$ cat config.mk
export PLATFORM = sky130hd
export DESIGN_NAME = rps_ctrl
export DESIGN_NICKNAME = d
export VERILOG_FILES = /design/src/design/rps_pkg.sv /design/src/design/rps_ctrl.sv
export SDC_FILE = /design/constraint.sdc
export NUM_CORES = 1
export LEC_CHECK = 0
export BUFFER_PORTS_ARGS = -buffer_cell sky130_fd_sc_hd__buf_2
export CORE_MARGIN = 2
export CORE_UTILIZATION = 19
export DETAILED_ROUTE_END_ITERATION = 10
export GPL_ROUTABILITY_DRIVEN = 1
export PLACE_DENSITY = 0.86
export SYNTH_ARGS = -nofsm -noshare
export SYNTH_HDL_FRONTEND = slang
export SYNTH_SLANG_ARGS = --single-unit
$ cat constraint.sdc
create_clock -name clk -period 1.3 [get_ports clk]
set_clock_uncertainty 0.05 [all_clocks]
set_input_delay 0.195 -clock clk [delete_from_list [all_inputs] [get_ports clk]]
set_output_delay 0.195 -clock clk [all_outputs]
set_load 0.03 [all_outputs]
$ cat src/design/rps_pkg.sv
// Shared types, constants and state codes of the rarest-piece selector.
package rps_pkg;

    localparam int MAX_PIECES = 1024;
    localparam int IDX_W      = 10;
    localparam int CNT_W      = 16;
    localparam int TIE_W      = 11;
    localparam int RAND_W     = 31;
    localparam int PROD_W     = RAND_W + TIE_W;

    localparam logic [RAND_W-1:0] HALF_SCALE = 31'h4000_0000;

    typedef enum logic {
        REQ_WRITE  = 1'b0,
        REQ_CHOOSE = 1'b1
    } req_t;

    typedef struct packed {
        logic              req_type;
        logic [IDX_W-1:0]  piece_index;
        logic              peer_has_piece;
        logic              own_has_piece;
        logic              piece_busy;
        logic [CNT_W-1:0]  holder_count;
        logic [RAND_W-1:0] random_word;
    } rps_in_t;

    typedef struct packed {
        logic             found;
        logic [IDX_W-1:0] chosen_index;
        logic [TIE_W-1:0] tie_count;
    } rps_out_t;

    typedef struct packed {
        logic             peer;
        logic             own;
        logic             busy;
        logic [CNT_W-1:0] count;
    } entry_t;

    localparam int ENTRY_W = $bits(entry_t);

    typedef enum logic [2:0] {
        ST_IDLE,
        ST_SCAN1,
        ST_MUL,
        ST_ROUND,
        ST_SCAN2,
        ST_DONE
    } state_t;

    typedef struct packed {
        logic wr_en;
        logic start1;
        logic scan_en;
        logic pass2;
        logic mul_en;
        logic round_en;
        logic load_out;
    } cmd_t;

    typedef struct packed {
        logic scan_done;
        logic multi_tie;
        logic out_free;
    } status_t;

endpackage

$ cat src/design/rps_ctrl.sv
// Controller state machine: sequences writes, both scans, the pick and the result.
module rps_ctrl (
    input  logic             clk,
    input  logic             rst_n,
    input  logic             in_valid,
    input  rps_pkg::rps_in_t in_data,
    output logic             in_stall,
    input  rps_pkg::status_t status,
    output rps_pkg::cmd_t    cmd
);
    import rps_pkg::*;

    state_t state_reg;
    state_t state_next;

    always_ff @(posedge clk or negedge rst_n)
    begin
        if (!rst_n)
        begin
            state_reg <= ST_IDLE;
        end
        else
        begin
            state_reg <= state_next;
        end
    end

    always_comb
    begin
        state_next = state_reg;
        cmd        = '0;
        in_stall   = 1'b1;
        case (state_reg)
            ST_IDLE:
            begin
                in_stall = 1'b0;
                if (in_valid)
                begin
                    if (in_data.req_type == REQ_WRITE)
                    begin
                        cmd.wr_en = 1'b1;
                    end
                    else
                    begin
                        cmd.start1 = 1'b1;
                        state_next = ST_SCAN1;
                    end
                end
            end
            ST_SCAN1:
            begin
                cmd.scan_en = 1'b1;
                if (status.scan_done)
                begin
                    state_next = status.multi_tie ? ST_MUL : ST_DONE;
                end
            end
            ST_MUL:
            begin
                cmd.mul_en = 1'b1;
                state_next = ST_ROUND;
            end
            ST_ROUND:
            begin
                cmd.round_en = 1'b1;
                state_next   = ST_SCAN2;
            end
            ST_SCAN2:
            begin
                cmd.scan_en = 1'b1;
                cmd.pass2   = 1'b1;
                if (status.scan_done)
                begin
                    state_next = ST_DONE;
                end
            end
            ST_DONE:
            begin
                if (status.out_free)
                begin
                    cmd.load_out = 1'b1;
                    state_next   = ST_IDLE;
                end
            end
            default:
            begin
                state_next = ST_IDLE;
            end
        endcase
    end

    a_load_when_free: assert property (@(posedge clk) disable iff (!rst_n)
        cmd.load_out |-> status.out_free)
        else $error("result loaded while output word still held");

    a_scan2_entry: assert property (@(posedge clk) disable iff (!rst_n)
        (state_reg == ST_SCAN2) |-> ($past(state_reg) == ST_ROUND
                                     || $past(state_reg) == ST_SCAN2))
        else $error("second scan entered without rounding step");

endmodule

* After elaboration in Yosys (flattened, before gate mapping) *
Index checks and enable logic that the tools add are counted.
W data, S select, Z words.

storage, ports and cells
  latch bits = 0
  output and inout bits = 8
  flip-flop bits (word level) = 3
  RAM bits = 0
  input port bits = 67
  word-level logic and storage cells = 32
  memories kept = 0
  bits in read-only memories = 0

cells by class
  reduce and logical (&&, ||, !) cells = 3
  $add $sub $neg = 0
  multiply operators = 0
  order comparisons = 0
  mux-type cells = 18
  bitwise operators = 0
  shift operators = 0
  divide/modulo/power cells = 0
  eq/ne operators = 10

operators by type and width
  operator              number
  $mux W3               6
  $pmux W3 S6           1
  $ne A2 B2 Y1 const B  5
  $mux W1               9
  $eq A3 B2 Y1 const B  2
  $eq A3 B3 Y1 const B  2
  $reduce_and A5 Y1     1
  $mux W2               2
  $eq A3 B1 Y1 const B  1
  $logic_not A3 Y1      1
  $reduce_or A2 Y1      1

* Depth between registers and ports, before layout *
Gate-level depths: netlist (run 1).

  word-level depth = 3
  mapped depth = 4
  mapped depth without buffers = 3

* Worst setup path before layout (run 1) *
Ideal clock, no wire load.

  path kind = register to output
  start point = register state_reg[0]
  end point = output cmd[2] (netlist name)
  arrival time = 1.293 ns
  data required time = 1.055 ns
  stages on the path, launching flop included = 3
  buffers on the path = 1
  slack = -0.238 ns
  cell sequence = dfrtp_1 > buf_4 > nor3b_1

RTL lines
  what                      RTL line        text
  start: declaration        rps_ctrl.sv:13  state_t state_reg;
  start signal: assignment  rps_ctrl.sv:24  state_reg <= state_next;
  end: declaration          rps_ctrl.sv:9   output rps_pkg::cmd_t cmd

==> impl_metrics.toml, run 1 <==
[run_status]
outcome = "finished, violations left"
violations = "setup timing"

[critical_path]
critPathCaptureType = "output pin"
cp_max_fo = 7
worst-path-stages = 3
worstReg2RegStart = "state_reg[2]$_DFFE_PN0P_"
arrival_ns = 1.17
crit_type = "flip-flop to output pin"
cp_data_required_time_ns = 1.05
startpoint = "state_reg[2]$_DFFE_PN0P_"
crit_buf_inv = 1
worst_setup_path_start_kind = "flip-flop"
cp_slowest_cell = "dfrtp_2"
crit_chain = "nor3_4 -> and3_4 -> buf_6"
reg2reg_depth = 4
cp_slowest_stage_delay_ns = 0.46
crit_family = "flip-flops"

[floorplanning]
core_um2 = 1301
placementRows = 13
fp.dieW_um = 41.10
dieHeight_um = 41.10
die-area_um2 = 1689
pin_count = 75
initial_core_util_pct = 20.10

[sta]
period_needed_ns = 1.418
timing.final.ws_setup_ns = -0.1176
worstMarginPinSlew_ns = 0.1768
hold_viol = 0
tns_ns = -0.5703
setup-violations-final = 8
min_period_over_period_pct = 109.0
max_freq_ghz = 0.7054
relSlewSlack_pct = 88.12
maxSlewViolCount = 0
rsz0062_at_grt = "true"

[final_layout]
num_antenna_cells = 0
syn_to_final_growth_pct = 81.82
nets = 123
drive_gt1_share_pct = 63.64
largest_register_ffs = 3

[placement]
routabilityCongestion = 0.7088
place_ws_ns = 0.04441
io_buffers = 14

[grt]
grt_pass1_vias = 261
antenna_found_initial = 0
globalRouteOverflowTotal = 0
grt_use_total_pct = 10.01
grt_pass1_wl_um = 952
grt_max_degree = 8

[synth]
synthDistinctLibCells = 20
synth_async_sr_flop_share_pct = 100.0
syn-num-nets = 100
synth_cells = 33
synth_edf_count = 0
synth_common_cells = "5 x nor2_1, 4 x a21oi_1, 3 x dfrtp_1"
synth_top_cell_by_area = "dfrtp_1"
netlist.area_leader.share_pct = 28.71
synth_warnings = 0
seq_area_frac_synth_pct = 28.71
ys_ff_latch = 3
ys.flop_type = "dfrtp_1"
synth_area_um2 = 261.5
synth_area_leaders = "dfrtp_1 29%, a21oi_1 7.7%, nor2_1 7.2%"
syn_area_per_cell_um2 = 7.924
synth.most_common_cell = "nor2_1"

[worst_hold_path]
hp-class = "input pin to flip-flop"
holdPathStages = 3
min_from = "status[1]"

[clock_tree]
clock_latency_ns = 0.23
cts.sinks = 3
cts_buffers = 3
cts_tree = "built"
clock_path_buffers = 2
cts_htree_levels = 1
cts_root_buf = "clkbuf_4"
clk_pin_slew_ns = 0.04

[detailed_routing]
wl_per_cell_um = 9.957
drt_wl_total_um = 697
remaining_drc_errors = 0
vias_per_cell = 4.529
antenna_left = 0
vias = 317
detail_route.iter0.violations = 6
dr.pass1.iters = 4

[pwr]
vdd_drop_max_v = 0.0006051
power_mw = 1.230
leakagePower_nw = 0.2176
p_per_area_nw_per_um2 = 2586

[run]
drv_cap = 0
==> layer usage <==
metal / wire [µm] / global-route usage (%) / up-vias / share of wire (%)
met4: 27 / 14.52 / 0 / 3.9
met3: 45 / 4.891 / 2 / 6.5
met2: 354 / 15.23 / 14 / 51
met1: 270 / 7.717 / 144 / 39
li1: - / - / 157 / -
met5: 0 / 0 / - / 0
==> layout by cell type (no fill, tap or decap) <==
cell / n
buf_4: 9
buf_2: 6
buf_6: 5
a21oi_1: 4
nor2_1: 3
clkbuf_4: 3
nand2b_1: 2
nor2_2: 2
a21oi_2: 2
dfrtp_2: 2
nand2_2: 1
nor3b_2: 1
nor3_4: 1
inv_2: 1
and3_4: 1
nand2_4: 1
nand2_1: 1
xnor2_1: 1
or3_1: 1
o31ai_1: 1
nand4b_1: 1
nor2b_1: 1
o21ai_0: 1
o21bai_1: 1
clkbuf_1: 1
dlygate4sd3_1: 1
dfrtp_1: 1
==> area by class of cell <==
cell class | count | area [µm²]
Fill cell | 140 | 825.8
Inverter | 1 | 3.754
Clock buffer | 4 | 26.28
Sequential cell | 3 | 77.57
Multi-Input combinational cell | 26 | 185.2
Timing Repair Buffer | 21 | 163.9
Tap cell | 15 | 18.77
==> worst min-delay path, stage by stage <==
cell and delay, ns:
buf_2 0.12, nand4b_1 0.08, a21oi_1 0.06
==> logic make-up after synthesis <==
group | after synthesis | share of synthesized area, %
compound gates | 9 | 22.01
simple gates | 16 | 34.46
flops | 3 | 28.71
buf+inv | 4 | 11.48
xor+xnor | 1 | 3.350
==> where the power goes <==
group	total [mW]	internal, mW	leakage (nW)	switching [mW]
combinational	0.866	0.408	0.167	0.459
clock	0.157	0.115	0.0150	0.0425
sequential	0.206	0.139	0.0358	0.0679
==> final timing paths <==
check | slack, ns | endpoint
max in group asynchronous | 0.84 | state_reg[1]$_DFFE_PN0P_
max reg2reg | 0.15 | state_reg[0]$_DFFE_PN0P_
min | 0.22 | state_reg[1]$_DFFE_PN0P_
min reg2reg | 0.60 | state_reg[0]$_DFFE_PN0P_
min in group asynchronous | 0.24 | state_reg[2]$_DFFE_PN0P_
max | -0.12 | cmd[5]
==> timing repair <==
| action | CTS | global route |
|---|---|---|
| setup buffers | 1 | 1 |
| cloned | 0 | 0 |
| pin swaps | 2 | 1 |
| gates resized for setup | 15 | 6 |
| endpoints found under the setup margin | 8 | 8 |
| hold endpoints to repair | 3 | 0 |
| hold buffers | 1 | 0 |
==> metrics by stage <==
step | hold WS, ns | std cells | cell area [µm²] | utilization (%)
after floorplan | -0.1506 | 33 | 269.0 | -
after global placement | -0.05790 | 63 | 361.6 | 27.79
after detailed placement | -0.05638 | 63 | 361.6 | 27.79
after CTS | 0.2084 | 69 | 449.2 | 34.52
after global routing | 0.2237 | 70 | 475.5 | 36.54
final | 0.2170 | 70 | 475.5 | 36.54
(Power assumes the default switching activity.)
==> run 2: changes to the inputs <==
--- a/config.mk
+++ b/config.mk
@@ -11,6 +11,7 @@
 export DETAILED_ROUTE_END_ITERATION = 10
 export GPL_ROUTABILITY_DRIVEN = 1
 export PLACE_DENSITY = 0.86
+export REMOVE_ABC_BUFFERS = 1
 export SYNTH_ARGS = -nofsm -noshare
 export SYNTH_HDL_FRONTEND = slang
 export SYNTH_SLANG_ARGS = --single-unit
==> run 2 against run 1 <==
- the flow still finishes with violations (setup timing)
- sequential power is 6% lower
- final cell count rose by 2.9%
- first-iteration DRC count is 50% lower
- global-route usage shrank 0.31 points
- routed wire length is 7.0% lower
==> impl_metrics.toml, run 2 (synthesis results as in run 1) <==
[run_status]
outcome = "finished, violations left"
violations = "setup timing"

[sta]
period_needed_ns = 1.421
min_period_over_period_pct = 109.3
worstMarginPinSlew_ns = 0.1623
maxSlewViolCount = 0
hold_viol = 0
max_freq_ghz = 0.7036
relSlewSlack_pct = 89.12
setup-violations-final = 8
timing.final.ws_setup_ns = -0.1212
rsz0062_at_grt = "true"

[detailed_routing]
wl_per_cell_um = 9.000
dr.pass1.iters = 4
vias = 311
detail_route.iter0.violations = 3
antenna_left = 0
remaining_drc_errors = 0
vias_per_cell = 4.319
drt_wl_total_um = 648

[grt]
antenna_found_initial = 0
gr-usage-met1_pct = 9.709
met2_usage_pct = 14.06
grt_max_degree = 9
busiest_layer = "met2"
globalRouteOverflowTotal = 0
grt_pass1_vias = 254
grt_util_met3_pct = 3.261
grt_pass1_wl_um = 986
grt_use_total_pct = 9.699

[floorplanning]
dieHeight_um = 41.10
core_um2 = 1301
die-area_um2 = 1689
initial_core_util_pct = 20.10
fp.dieW_um = 41.10
placementRows = 13
pin_count = 75

[clock_tree]
clock_latency_ns = 0.23
clock_path_buffers = 2
cts_htree_levels = 1
cts.sinks = 3
clk_pin_slew_ns = 0.04
cts_root_buf = "clkbuf_4"
cts_buffers = 3
cts_tree = "built"

[final_layout]
drive_gt1_share_pct = 61.40
nets = 125
final_common_cell = "buf_4"
syn_to_final_growth_pct = 82.77
final_cell_mix = "13 x buf_4, 6 x buf_2, 5 x nor2_1, 4 x a21oi_1"
num_antenna_cells = 0
largest_register_ffs = 3

[placement]
routabilityCongestion = 0.7846
io_buffers = 14
place_ws_ns = 0.05120
hpwl_um = 464.7

[critical_path]
cp_slowest_cell = "dfrtp_1"
worst_setup_path_start_kind = "flip-flop"
cp_slowest_stage_delay_ns = 0.41
crit_path_frequent_cell = "buf_4"
crit_chain = "buf_4 -> nor3b_2 -> buf_4"
crit_buf_inv = 2
crit_family = "flip-flops"
crit_type = "flip-flop to output pin"
arrival_ns = 1.18
cp_max_fo = 8
critPathCaptureType = "output pin"
cp_data_required_time_ns = 1.05

[pwr]
power.switching_mw = 0.5695
power_frac_seq_pct = 15.4
p_comb_share_pct = 71.6
power_mw = 1.260
vdd_drop_max_v = 0.001003
netSwitchingFraction_pct = 45.21
p_clk_share_pct = 13.0
leakagePower_nw = 0.2263
p_int_mw = 0.6903
p_per_area_nw_per_um2 = 2636

[worst_hold_path]
hp-class = "input pin to flip-flop"

[run]
drv_cap = 0
[run 2: cell count changes in the layout (fill, tap and decap cells not counted), sizes merged]
cell  delta
buf      +2
[run 2: layer usage]
layer,part of all wire (%),wire length [µm]
met1,39,250
met2,54,348
met3,7.4,48
met4,0,0
met5,0,0
[run 2: through the flow]
| stage | cell area (µm²) | setup TNS (ns) | utilization (%) | std cells | hold slack (ns) |
|---|---|---|---|---|---|
| 2_1_floorplan | 235.2 | -0.3538 | - | 30 | -0.1506 |
| 3_3_place_gp | 361.6 | 0 | 27.79 | 64 | -0.05990 |
| 3_5_place_dp | 361.6 | 0 | 27.79 | 64 | -0.05707 |
| 4_1_cts | 454.2 | -0.8833 | 34.90 | 71 | 0.2000 |
| 5_1_grt | 478.0 | -1.243 | 36.73 | 72 | 0.2435 |
| 6_report | 478.0 | -0.6862 | 36.73 | 72 | 0.2118 |
[run 2: cell type report]
| class | count | area (µm²) |
|---|---|---|
| Fill cell | 147 | 823.3 |
| Multi-Input combinational cell | 26 | 180.2 |
| Timing Repair Buffer | 23 | 171.4 |
| Sequential cell | 3 | 77.57 |
| Clock buffer | 4 | 26.28 |
| Tap cell | 15 | 18.77 |
| Inverter | 1 | 3.754 |
[run 2: final timing paths]
path	start	to	slack, ns	cells past startpoint
worst max-delay path	state_reg[0]$_DFFE_PN0P_	cmd[2]	-0.12	3
worst min-delay path	status[1]	state_reg[1]$_DFFE_PN0P_	0.21	3
max in group asynchronous	rst_n	state_reg[1]$_DFFE_PN0P_	0.84	2
min in group asynchronous	rst_n	state_reg[0]$_DFFE_PN0P_	0.24	2
worst min register to register	state_reg[2]$_DFFE_PN0P_	state_reg[1]$_DFFE_PN0P_	0.69	3
worst max register to register	state_reg[2]$_DFFE_PN0P_	state_reg[0]$_DFFE_PN0P_	0.10	5
[run 2: power groups by stage]
stage               sequential (mW)  clock [mW]  combinational [mW]
floorplan                     0.227           0               0.396
global placement              0.190           0               0.660
detailed placement            0.193           0               0.670
CTS                           0.211       0.173               0.819
global route                  0.200       0.172               0.985
finish                        0.194       0.164               0.902
[run 2: repair_timing]
action,CTS,global route
endpoints found under the hold margin,3,0
pin swaps,2,1
setup buffers,2,1
gates resized for setup,15,3
endpoints found under the setup margin,8,8
hold buffers,1,0
[run 2: worst reg2reg max path, cell delays in order, from the launching register on]
cell and delay, ns:
dfrtp_2 0.42, buf_6 0.14, buf_4 0.15, a21oi_2 0.11, a21oi_2 0.04, o31ai_2 0.20
==> run 3: changes to the inputs <==
--- a/config.mk
+++ b/config.mk
@@ -8,6 +8,7 @@
 export BUFFER_PORTS_ARGS = -buffer_cell sky130_fd_sc_hd__buf_2
 export CORE_MARGIN = 2
 export CORE_UTILIZATION = 19
+export CTS_BUF_LIST = sky130_fd_sc_hd__clkbuf_8
 export DETAILED_ROUTE_END_ITERATION = 10
 export GPL_ROUTABILITY_DRIVEN = 1
 export PLACE_DENSITY = 0.86
==> run 3 against run 2 <==
- the flow still finishes with violations (setup timing)
- critical path depth did not move
- clock-buffer cell count fell by 1
- sequential power barely moved
- combinational power barely moved
- utilization rose by 1.4 points
- routed wire length rose by 1.7%
- worst hold slack improved by 0.018 ns
- power rose by 7.9%
- maximum frequency rose by 1.2%
- setup slack improved by 0.017 ns
- via count did not move
- design area rose by 3.9%
==> impl_metrics.toml, run 3 (synthesis results as in run 1) <==
[sta]
min_period_over_period_pct = 108.0
timing.final.ws_setup_ns = -0.1040
max_freq_ghz = 0.7123
period_needed_ns = 1.404
hold_viol = 0
setup-violations-final = 8
worstMarginPinSlew_ns = 0.1620
tns_ns = -0.5487
maxSlewViolCount = 0
rsz0062_at_grt = "true"
relSlewSlack_pct = 89.13

[detailed_routing]
antenna_left = 0
remaining_drc_errors = 0
dr.pass1.iters = 4
vias = 311
wl_per_cell_um = 9.153
detail_route.iter0.violations = 6
drt_wl_total_um = 659
vias_per_cell = 4.319

[critical_path]
crit_path_frequent_cell = "buf_4"
cp_data_required_time_ns = 1.05
critPathCaptureType = "output pin"
crit_chain = "buf_4 -> nor3b_2 -> buf_4"
cp_slowest_cell = "dfrtp_1"
arrival_ns = 1.16
crit_type = "flip-flop to output pin"
worst_setup_path_start_kind = "flip-flop"
cp_slowest_stage_delay_ns = 0.41
cp_max_fo = 8

[placement]
hpwl_um = 464.7
place_ws_ns = 0.05120
io_buffers = 14
placed_area_um2 = 361.6
routabilityCongestion = 0.7846

[pwr]
netSwitchingFraction_pct = 42.87
power_frac_seq_pct = 14.3
power_mw = 1.359
p_per_area_nw_per_um2 = 2736
p_int_mw = 0.7764
vdd_drop_max_v = 0.001147
p_clk_share_pct = 19.4
leakagePower_nw = 0.2383
p_comb_share_pct = 66.3
power.switching_mw = 0.5827

[grt]
grt_max_degree = 9
antenna_found_initial = 0
globalRouteOverflowTotal = 0
grt_pass1_wl_um = 1028
grt_pass1_vias = 256
grt_use_total_pct = 10.26

[final_layout]
final_common_cell = "buf_4"
drive_gt1_share_pct = 61.40
final_cell_area_um2 = 496.7
nets = 125
num_antenna_cells = 0
fillers = 145
fin_util_pct = 38.17
largest_register_ffs = 3
syn_to_final_growth_pct = 89.95
final_cell_mix = "13 x buf_4, 6 x buf_2, 5 x nor2_1, 4 x a21oi_1"

[clock_tree]
cts_root_buf = "clkbuf_8"
cts_tree = "built"
clock_latency_ns = 0.21
cts_htree_levels = 1
cts.sinks = 3
clk_pin_slew_ns = 0.03
cts_buffers = 3
clock_path_buffers = 2

[worst_hold_path]
hp-class = "input pin to flip-flop"

[floorplanning]
dieHeight_um = 41.10
placementRows = 13
fp.dieW_um = 41.10
core_um2 = 1301
initial_core_util_pct = 20.10
die-area_um2 = 1689
pin_count = 75

[run_status]
violations = "setup timing"
outcome = "finished, violations left"

[run]
drv_cap = 0
## run 3: final cells by class
class                           count  area, µm²  area share, %
Clock buffer                        3      41.29          8.312
Clock inverter                      1      3.754         0.7557
Inverter                            1      3.754         0.7557
Multi-Input combinational cell     26      180.2          36.27
Sequential cell                     3      77.57          15.62
Tap cell                           15      18.77          3.778
Timing Repair Buffer               23      171.4          34.51
## run 3: critical path, delay by kind of cell (launching register included)
family / cells / cell delay, ns
flops: 1 / 0.41
simple gates: 1 / 0.17
buf+inv: 2 / 0.36
## run 3: metrics by stage
stage	hold slack (ns)	std cells
finish	0.2293	72
global route	0.2604	72
CTS	0.2221	71
detailed placement	-0.05707	64
global placement	-0.05990	64
floorplan	-0.1506	30
## run 3: repair_timing
item / CTS / global route
hold endpoints to repair: 3 / 0
buffers inserted: 2 / 1
resized for setup: 15 / 3
endpoints found under the setup margin: 8 / 8
pin swaps: 2 / 1
hold buffers: 1 / 0
gates cloned: 0 / 0
## run 3: final timing paths
check / start / end / slack (ns) / depth (start not counted)
worst min register to register: state_reg[2]$_DFFE_PN0P_ / state_reg[1]$_DFFE_PN0P_ / 0.69 / 3
worst max register to register: state_reg[2]$_DFFE_PN0P_ / state_reg[0]$_DFFE_PN0P_ / 0.11 / 5
worst max-delay path: state_reg[0]$_DFFE_PN0P_ / cmd[2] / -0.10 / 3
max in group asynchronous: rst_n / state_reg[1]$_DFFE_PN0P_ / 0.82 / 2
worst min-delay path: status[1] / state_reg[1]$_DFFE_PN0P_ / 0.23 / 3
min in group asynchronous: rst_n / state_reg[0]$_DFFE_PN0P_ / 0.26 / 2
## run 3: power groups by stage
stage                     Clock (mW)  Sequential (mW)  Combinational, mW
after global placement             0            0.190              0.660
after detailed placement           0            0.193              0.670
after CTS                      0.271            0.211              0.819
final                          0.263            0.194              0.902
after floorplan                    0            0.227              0.396
after global routing           0.279            0.200              0.985
## run 3: per-layer routing
layer  part of all wire, %  up-vias  global-route usage (%)  routed length (µm)
met5                     0        -                       0                   0
li1                      -      160                       -                   -
met2                    53       13                   14.06                 349
met1                    40      138                   10.36                 261
met4                     0        0                   12.10                   0
met3                   7.3        0                   4.891                  48
